--- src/rtl/core/umb_pkg.sv ---
package umb_pkg;

   localparam int CHANNELS      = 3;
   localparam int PIX_W         = 8;
   localparam int MAX_WIDTH_DEF = 1024;

   localparam int FW_W          = 11;
   localparam int FH_W          = 12;
   localparam int WIDTH_RESET   = 640;
   localparam int HEIGHT_RESET  = 480;

   localparam int CSR_IDX_W     = 4;
   localparam int CSR_DATA_W    = 12;
   localparam logic [CSR_IDX_W-1:0] REG_FRAME_WIDTH  = 4'd0;
   localparam logic [CSR_IDX_W-1:0] REG_FRAME_HEIGHT = 4'd1;

   localparam logic CMD_PIXEL = 1'b0;
   localparam logic CMD_DRAIN = 1'b1;

   localparam logic [PIX_W-1:0] PIX_MAX = 8'd255;

   // nine 8-bit taps at most, 9 * 255 fits in 12 bits
   localparam int SUM_W       = 12;
   localparam int RECIP_W     = 17;
   localparam int RECIP_SHIFT = 16;

   typedef struct packed {
      logic accept;
      logic shift;
      logic sum;
      logic mul;
      logic load;
      logic csr_write;
   } umb_cmd_type;

   typedef struct packed {
      logic result_due;
      logic out_free;
   } umb_status_type;

   // ceil(2^16 / count); exact floor division for any sum below 2^12
   function automatic logic [RECIP_W-1:0] recip(input logic [3:0] count);
      logic [RECIP_W-1:0] r;
      case (count)
         4'd1:    r = 17'd65536;
         4'd2:    r = 17'd32768;
         4'd3:    r = 17'd21846;
         4'd4:    r = 17'd16384;
         4'd6:    r = 17'd10923;
         4'd9:    r = 17'd7282;
         default: r = 17'd0;
      endcase
      return r;
   endfunction

endpackage

--- src/rtl/core/umb_ctrl.sv ---
module umb_ctrl (
   input  logic                   clock,
   input  logic                   reset,
   input  logic                   req_valid,
   output logic                   req_stall,
   input  logic                   csr_valid,
   output logic                   csr_ready,
   input  umb_pkg::umb_status_type status,
   output umb_pkg::umb_cmd_type    cmd
);
   import umb_pkg::*;

   localparam logic [2:0] ST_IDLE  = 3'd0;
   localparam logic [2:0] ST_SHIFT = 3'd1;
   localparam logic [2:0] ST_SUM   = 3'd2;
   localparam logic [2:0] ST_MUL   = 3'd3;
   localparam logic [2:0] ST_OUT   = 3'd4;

   logic [2:0] state_ff;
   logic [2:0] state_in;

   assign csr_ready = (state_ff == ST_IDLE);
   // register writes win over a waiting transaction
   assign req_stall = (state_ff != ST_IDLE) || csr_valid;

   always_comb begin
      cmd      = '0;
      state_in = state_ff;
      case (state_ff)
         ST_IDLE: begin
            cmd.csr_write = csr_valid;
            cmd.accept    = req_valid && !csr_valid;
            if (cmd.accept) begin
               state_in = ST_SHIFT;
            end
         end
         ST_SHIFT: begin
            cmd.shift = 1'b1;
            state_in  = status.result_due ? ST_SUM : ST_IDLE;
         end
         ST_SUM: begin
            cmd.sum  = 1'b1;
            state_in = ST_MUL;
         end
         ST_MUL: begin
            cmd.mul  = 1'b1;
            state_in = ST_OUT;
         end
         ST_OUT: begin
            if (status.out_free) begin
               cmd.load = 1'b1;
               state_in = ST_IDLE;
            end
         end
         default: begin
            state_in = ST_IDLE;
         end
      endcase
   end

   always_ff @(posedge clock) begin
      if (reset) begin
         state_ff <= ST_IDLE;
      end else begin
         state_ff <= state_in;
      end
   end

endmodule

--- config.mk ---
export PLATFORM = sky130hd
export DESIGN_NAME = umb_ctrl
export DESIGN_NICKNAME = d
export VERILOG_FILES = /design/src/rtl/core/umb_pkg.sv /design/src/rtl/core/umb_ctrl.sv
export SDC_FILE = /design/constraint.sdc
export NUM_CORES = 1
export LEC_CHECK = 0
export ABC_CLOCK_PERIOD_IN_PS = 2070
export CAP_MARGIN = 25
export CORE_AREA = 2 2 39 41
export DETAILED_ROUTE_END_ITERATION = 6
export DIE_AREA = 0 0 41 43
export DONT_BUFFER_PORTS = 1
export PLACE_DENSITY_LB_ADDON = 0.15
export SETUP_SLACK_MARGIN = 0.02
export SLEW_MARGIN = 25
export SYNTH_ARGS = -nofsm -noshare
export SYNTH_HDL_FRONTEND = slang
export SYNTH_SLANG_ARGS = --single-unit
--- constraint.sdc ---
create_clock -name clock -period 2.07 [get_ports clock]
set_input_delay 0 -clock clock [delete_from_list [all_inputs] [get_ports clock]]
set_output_delay 0 -clock clock [all_outputs]
set_load 0.05 [all_outputs]
==> impl_metrics.json, run 1 <==
{
  "skew_ns": 0.001227,
  "layout.nets": 41,
  "synth_warnings": 0,
  "grt_pass1_vias": 222,
  "drt_iter0_markers": 0,
  "p_leak_nw": 0.1472,
  "finalSetupTns_ns": 0,
  "synthesis.nets": 27,
  "worstSetupEndpointType": "register",
  "hold_path_class": "in2reg",
  "n_fill_cell": 154,
  "synth_top_area_frac": 0.3077,
  "largest_reg_flops": 3,
  "avgSynthCellArea_um2": 9.295,
  "io_buffers": 0,
  "start_util": 0.1410,
  "rows": 14,
  "powerDensity_mw_per_mm2": 702.3,
  "drv_cap": 0,
  "ctsLongestPathBuffers": 2,
  "io_pins": 14,
  "diodes": 0,
  "drt_first_pass_iters": 1,
  "synth_common_cells": "3 x dfxtp_1, 3 x nand2b_1",
  "regMostFlops": "state_ff",
  "core_region_area_mm2": 0.001384,
  "crit_path_cell_trace": "nand3b_1 > a211oi_1 > dlygate4sd3_1",
  "slew_violations": 0,
  "grt_pass1_wl_um": 966,
  "yosysTopAreaCell": "dfxtp_1",
  "cts_resized": 0,
  "antenna_left": 0,
  "design.die.area_mm2": 0.001763,
  "area_growth_pct": 73.72,
  "max_stage_delay_ns": 0.57,
  "synthArstFlopShare": 0,
  "grt_usage": 0.08909,
  "cts_buffers": 3,
  "overflow": 0,
  "yosys_register_bits": 3,
  "period_minus_slack_ns": 1.478,
  "required_ns": 2.25,
  "finalHoldViolations": 0,
  "synth_edf_count": 0,
  "synth_cells": 21,
  "cp_slowest_cell": "dlygate4sd3_1",
  "htreeDepth": 1,
  "drive_gt1_frac": 0.5000,
  "start_kind": "register",
  "synth_area_um2": 195.2,
  "setup_viol": 0,
  "period_share": 0.7139,
  "synth_flop_cell": "dfxtp_1",
  "die_x_um": 41,
  "rsz0062_at_grt": "no",
  "clkLatencyLatePin_ns": 0.24,
  "wire_per_inst_um": 10.72,
  "path_max_fanout": 10,
  "gp_congestion": 0.6188,
  "synth_area_leaders": "dfxtp_1 31%, nand2b_1 9.6%, a2111oi_2 7.7%",
  "relSlewSlack": 0.7463,
  "clk_pin_slew_ns": 0.04,
  "drc": 0,
  "place_hpwl_um": 370.7,
  "status": "finished clean",
  "die_h_um": 43,
  "antenna_found_initial": 0,
  "worstPathArrival_ns": 1.66,
  "clock-root-buffer": "clkbuf_4",
  "worst_pin_slew_ns": 0.3801,
  "synthDistinctLibCells": 17,
  "totalWireLength_um": 536,
  "viasPerCell": 3.960,
  "utilization": 0.2450,
  "vdd_ir_drop_max_v": 0.0002186,
  "cts.sinks": 3,
  "grt_max_degree": 11,
  "ys_seq_area_frac": 0.3077,
  "fmax_mhz": 676.7,
  "crit_type": "reg2reg",
  "num_vias": 198,
  "reg_top3": "state_ff (3)",
  "tritoncts": "built"
}
routing by layer:
| metal | routed length [um] | GRT usage |
|---|---|---|
| met1 | 263 | 0.09873 |
| met2 | 227 | 0.1000 |
| met3 | 45 | 0.05759 |
| met4 | 0 | 0.1000 |
| met5 | 0 | 0 |
kinds of logic after synthesis:
| family | count (synthesis) | share of synthesized area |
|---|---|---|
| buf+inv | 3 | 0.07045 |
| compound gates | 3 | 0.1667 |
| simple gates | 12 | 0.4552 |
| flops | 3 | 0.3077 |
power by group:
group           total, W  switching [W]  leakage [nW]  internal (W)
Clock           0.000106      0.0000336        0.0150     0.0000724
Sequential     0.0000666     0.00000637        0.0244     0.0000603
Combinational  0.0000655      0.0000420         0.108     0.0000235
layout make-up:
cell class / count / area, um^2 / area share
multi-input combinational: 15 / 138.9 / 0.4096
timing repair buffer: 11 / 90.09 / 0.2657
sequential: 3 / 60.06 / 0.1771
clock buffer: 4 / 26.28 / 0.07749
tap: 16 / 20.02 / 0.05904
inverter: 1 / 3.754 / 0.01107
metrics by stage:
stage	hold slack [ns]	cells	cell area, um^2	setup slack, ns	power [W]
floorplan	0.07276	21	195.2	0.07192	0.0001108
global placement	0.08096	43	282.8	0.8816	0.0001287
detailed placement	0.07943	43	282.8	0.8604	0.0001289
CTS	0.006491	50	339.1	0.5851	0.0002457
global route	0.009760	50	339.1	0.4435	0.0002559
finish	0.009715	50	339.1	0.5923	0.0002381
worst max-delay path: cells and delay by family (launching register included):
kind / cells / cell delay [ns]
buf+inv: 1 / 0.57
flops: 1 / 0.54
compound gates: 1 / 0.19
simple gates: 1 / 0.12
worst paths after layout:
path,endpoint,slack [ns],from,depth (start not counted)
worst max-delay path,state_ff[1],0.59,state_ff[0],3
worst min-delay path,state_ff[0],0.01,req_valid,2
worst max register to register,state_ff[1],0.59,state_ff[0],3
worst min register to register,state_ff[0],0.63,state_ff[1],2
layout by cell type (no fill, tap or decap), types with 3 or more instances in the layout:
cell type,synthesis,layout
buf_4,0,8
nand2b_1,3,3
clkbuf_4,0,3
dlygate4sd3_1,0,3
dfxtp_1,3,3
what timing repair did:
action	in CTS	in global routing
hold buffers	3	0
hold endpoints to repair	3	0
setup buffers	0	0
No activity file was read; power rests on OpenSTA's default activity.
==> inputs of run 2 (changes only) <==
- ABC_CLOCK_PERIOD_IN_PS: 2070 -> 1350
- clock period: 2.07 -> 1.35 ns (I/O delays scaled with it)
==> run 2 against run 1 <==
  * Via count is 1.5% higher
  * Sequential cell count stayed put
  * Die area stayed put
  * First-iteration DRC count is 2 higher
  * Core utilization is 1.5 points higher
  * Wire length is 0.56% higher
  * Power is 56% higher
  * Global-route usage is 1.6 points lower
  * Critical path type is now reg2out
  * Largest cell class unchanged
  * Highest routed layer unchanged
==> impl_metrics.json, run 2 (synthesis gave the netlist of run 1 again) <==
{
  "reg_top3": "state_ff (3)",
  "final-seq-area_um2": 62.56,
  "ctsLongestPathBuffers": 2,
  "diodes": 0,
  "totalWireLength_um": 539,
  "p_leak_nw": 0.1544,
  "grt_use_met1": 0.07348,
  "start_util": 0.1410,
  "setup_viol": 0,
  "power_switching_w": 0.0001286,
  "io_buffers": 0,
  "status": "finished clean",
  "grt_max_degree": 11,
  "antenna_found_initial": 0,
  "design.die.area_mm2": 0.001763,
  "io_pins": 14,
  "hold_path_class": "in2reg",
  "layout_common_cells": "7 x buf_4, 4 x dlygate4sd3_1, 3 x clkbuf_4",
  "start_kind": "register",
  "clk_pin_slew_ns": 0.04,
  "drt_first_pass_iters": 3,
  "regMostFlops": "state_ff",
  "htreeDepth": 1,
  "drive_gt1_frac": 0.6176,
  "grt-busiest-layer": "met2",
  "area_growth_pct": 84.62,
  "utilization": 0.2604,
  "n_fill_cell": 159,
  "use_met3": 0.01571,
  "overflow": 0,
  "internal_power_w": 0.0002432,
  "layout_commonest_cell": "buf_4",
  "die_x_um": 41,
  "sequentialPowerShare": 0.279,
  "grt_usage": 0.07315,
  "num_vias": 201,
  "core_region_area_mm2": 0.001384,
  "drv_cap": 0,
  "path_max_fanout": 9,
  "grt_pass1_vias": 214,
  "grt_use_met2": 0.1000,
  "layout.nets": 41,
  "required_ns": 1.35,
  "vdd_ir_drop_max_v": 0.0002724,
  "p_clk_frac": 0.441,
  "die_h_um": 43,
  "slew_violations": 0,
  "skew_ns": 0.004549,
  "antenna_left": 0,
  "worstPathArrival_ns": 1.26,
  "place_hpwl_um": 374.4,
  "hold_ws_ns": 0.02263,
  "period_minus_slack_ns": 1.263,
  "largest_reg_flops": 3,
  "cts_buffers": 3,
  "clock-root-buffer": "clkbuf_4",
  "worst_pin_slew_ns": 0.4157,
  "grt_pass1_wl_um": 828,
  "drc": 0,
  "cts.sinks": 3,
  "multiInputGateArea_um2": 155.1,
  "rsz0062_at_grt": "no",
  "fmax_mhz": 792.1,
  "relSlewSlack": 0.7225,
  "crit_type": "reg2out",
  "gp_congestion": 0.6123,
  "clkLatencyLatePin_ns": 0.24,
  "drt_iter0_markers": 2,
  "worstSetupEndpointType": "output pin",
  "comb_power_share": 0.280,
  "viasPerCell": 4.020,
  "rows": 14,
  "postCtsSetupRepairBufs": 0,
  "switching_share": 0.3459,
  "period_share": 0.9352,
  "finalHoldViolations": 0,
  "tritoncts": "built",
  "powerDensity_mw_per_mm2": 1032,
  "wire_per_inst_um": 10.78
}
run 2: cell count changes in the layout (fill, tap and decap cells not counted):
cell	before	now
and2_1	1	0
and2_4	0	1
buf_4	8	7
dfxtp_1	3	1
dfxtp_2	0	2
dlygate4sd3_1	3	4
nand2b_1	3	2
nand2b_2	0	1
nor3_1	1	0
nor3_4	0	1
run 2: routing by layer:
layer,vias up,wire length (um)
met5,-,0
met4,0,0
met3,0,31
met2,7,275
met1,92,232
li1,102,-
run 2: power by group through the flow:
stage	combinational, W	clock (W)	sequential, W
after global routing	0.000109	0.000175	0.000105
after floorplan	0.0000824	0	0.0000974
after CTS	0.000105	0.000173	0.000104
after global placement	0.0000949	0	0.000105
final	0.000104	0.000164	0.000104
after detailed placement	0.0000948	0	0.000105
run 2: repair_timing:
item                                   CTS  global route
hold buffers                             4             0
resized for setup                        0             2
setup endpoints to repair                0             3
endpoints found under the hold margin    3             0
run 2: worst paths after layout:
kind | from | endpoint | slack [ns] | cells past startpoint
min reg2reg | state_ff[2] | state_ff[0] | 0.55 | 1
max reg2reg | state_ff[1] | state_ff[0] | 0.30 | 2
max | state_ff[1] | cmd[2] | 0.09 | 2
min | csr_valid | state_ff[0] | 0.02 | 2
run 2: area by class of cell:
type                            count  area share
Clock buffer                        4     0.07292
Inverter                            1     0.01042
Multi-Input combinational cell     15      0.4306
Sequential cell                     3      0.1736
Tap cell                           16     0.05556
Timing Repair Buffer               11      0.2569
run 2: worst max-delay path, stage by stage (launching register included):
cell and delay (ns):
dfxtp_1 0.56, and3b_1 0.26, buf_4 0.20
run 2: through the flow:
step	total power, W	setup TNS, ns	instances	setup slack [ns]	area (um^2)
global route	0.0003881	0	50	0.02605	360.3
floorplan	0.0001798	-0.2330	21	-0.1419	229.0
CTS	0.0003819	0	50	0.03410	357.8
finish	0.0003718	0	50	0.08750	360.3
global placement	0.0001998	0	42	0.2966	291.5
detailed placement	0.0001999	0	42	0.2697	291.5
==> inputs of run 3 (changes only) <==
- ABC_CLOCK_PERIOD_IN_PS: 1350 -> 1250
- PLACE_DENSITY_LB_ADDON: 0.15 -> 0.25
- clock period: 1.35 -> 1.25 ns (I/O delays scaled with it)
==> run 3 against run 2 <==
  * Clock skew shrank 0.0019 ns
  * Design area increased by 0.35%
  * Core utilization increased by 0.090 points
  * Largest cell class unchanged
  * Count of clock-buffer cells in the layout unchanged
  * Sequential cell count unchanged
  * Cell count fell by 2.0%
==> impl_metrics.json, run 3 (synthesis gave the netlist of run 1 again) <==
{
  "dp.cells": 41,
  "hold_ws_ns": 0.04129,
  "period_share": 0.9265,
  "min_path_cells": 2,
  "area_growth_pct": 85.26,
  "path_max_fanout": 10,
  "vdd_ir_drop_max_v": 0.0002594,
  "skew_ns": 0.002664,
  "wire_per_inst_um": 11.08,
  "drive_gt1_frac": 0.6364,
  "die_x_um": 41,
  "p_leak_nw": 0.1566,
  "rsz0062_at_grt": "no",
  "r2r_slack_ns": 0.34,
  "crit_type": "reg2out",
  "io_buffers": 0,
  "worstPathArrival_ns": 1.16,
  "grt_usage": 0.07530,
  "drt_first_pass_iters": 1,
  "drt_iter0_markers": 0,
  "layout_common_cells": "6 x buf_4, 4 x dlygate4sd3_1, 3 x clkbuf_4",
  "reg2reg_from": "state_ff[0]",
  "required_ns": 1.25,
  "clkLatencyLatePin_ns": 0.23,
  "layout_commonest_cell": "buf_4",
  "antenna_found_initial": 0,
  "period_minus_slack_ns": 1.158,
  "largest_reg_flops": 3,
  "r2r_end": "state_ff[2]",
  "rows": 14,
  "worst_pin_slew_ns": 0.2584,
  "drv_cap": 0,
  "finalHoldViolations": 0,
  "grt_max_degree": 11,
  "regMostFlops": "state_ff",
  "die_h_um": 43,
  "clock-root-buffer": "clkbuf_4",
  "diodes": 0,
  "fmax_mhz": 863.5,
  "core_region_area_mm2": 0.001384,
  "start_kind": "register",
  "grt-busiest-layer": "met4",
  "holdPathEnd": "state_ff[0]",
  "design.die.area_mm2": 0.001763,
  "ctsLongestPathBuffers": 2,
  "worstSetupEndpointType": "output pin",
  "num_vias": 208,
  "tritoncts": "built",
  "io_pins": 14,
  "slew_violations": 0,
  "grt_pass1_vias": 176,
  "totalWireLength_um": 543,
  "powerDensity_mw_per_mm2": 1088,
  "viasPerCell": 4.245,
  "setup_viol": 0,
  "start_util": 0.1410,
  "grt_use_met1": 0.06752,
  "gp_congestion": 0.6195,
  "drc": 0,
  "ff2ff_path_depth": 2,
  "hold_path_class": "in2reg",
  "finalNonFillerCells": 49,
  "worstHoldStart": "csr_valid",
  "reg_top3": "state_ff (3)",
  "status": "finished clean",
  "clk_pin_slew_ns": 0.04,
  "use_met3": 0.04188,
  "cts.sinks": 3,
  "cts_buffers": 3,
  "htreeDepth": 1,
  "layout.nets": 40,
  "relSlewSlack": 0.8253,
  "grt_pass1_wl_um": 724,
  "antenna_left": 0,
  "grt_use_met2": 0.07813,
  "overflow": 0
}
-- run 3: layer usage --
metal | vias up | part of all wire
met3 | 2 | 0.070
met5 | - | 0
met1 | 95 | 0.39
met4 | 0 | 0.041
li1 | 101 | -
met2 | 10 | 0.49
-- run 3: cell type report --
type	count	area (um^2)
fillers	157	1022
multi-input cells	15	160.2
repair buffers	10	85.08
flip-flops and latches	3	66.31
clock buffers	4	26.28
well taps	16	20.02
inverters	1	3.754
-- run 3: repair_timing --
action                                  4_1_cts  5_1_grt
hold buffers                                  4        0
gates resized for setup                       3        1
hold endpoints to repair                      3        0
buffers inserted                              0        0
endpoints found under the setup margin        6        1
cloned                                        0        0
-- run 3: power breakdown --
group / internal (W) / total (W) / switching (W)
combinational: 0.0000407 / 0.000111 / 0.0000708
sequential: 0.0000986 / 0.000111 / 0.0000120
clock: 0.000120 / 0.000171 / 0.0000515
total: 0.000259 / 0.000393 / 0.000134
-- run 3: how the worst max path moves through the flow --
stage | from | to | slack [ns] | cells past startpoint
after floorplan | state_ff[0] | cmd[1] | -0.23 | 2
after detailed placement | state_ff[2] | state_ff[2] | 0.17 | 2
after CTS | state_ff[2] | cmd[1] | 0.06 | 2
after global routing | state_ff[0] | cmd[5] | 0.02 | 2
final | state_ff[0] | cmd[1] | 0.09 | 2
after global placement | state_ff[2] | state_ff[2] | 0.18 | 2
-- run 3: worst max-delay path: stages (launching register included) --
cell and delay (ns):
dfxtp_2 0.38, nor4bb_2 0.30, buf_4 0.24
-- run 3: per-stage QoR --
stage                       util  setup TNS (ns)  cell area (um^2)  worst slack, ns  power (W)
after detailed placement  0.2089               0             289.0           0.1724  0.0002141
after CTS                 0.2595               0             359.1          0.06499  0.0004084
after floorplan                -         -0.5515             245.2          -0.2264  0.0001987
after global routing      0.2613               0             361.6          0.01556  0.0004208
after global placement    0.2089               0             289.0           0.1753  0.0002133
final                     0.2613               0             361.6          0.09191  0.0003933
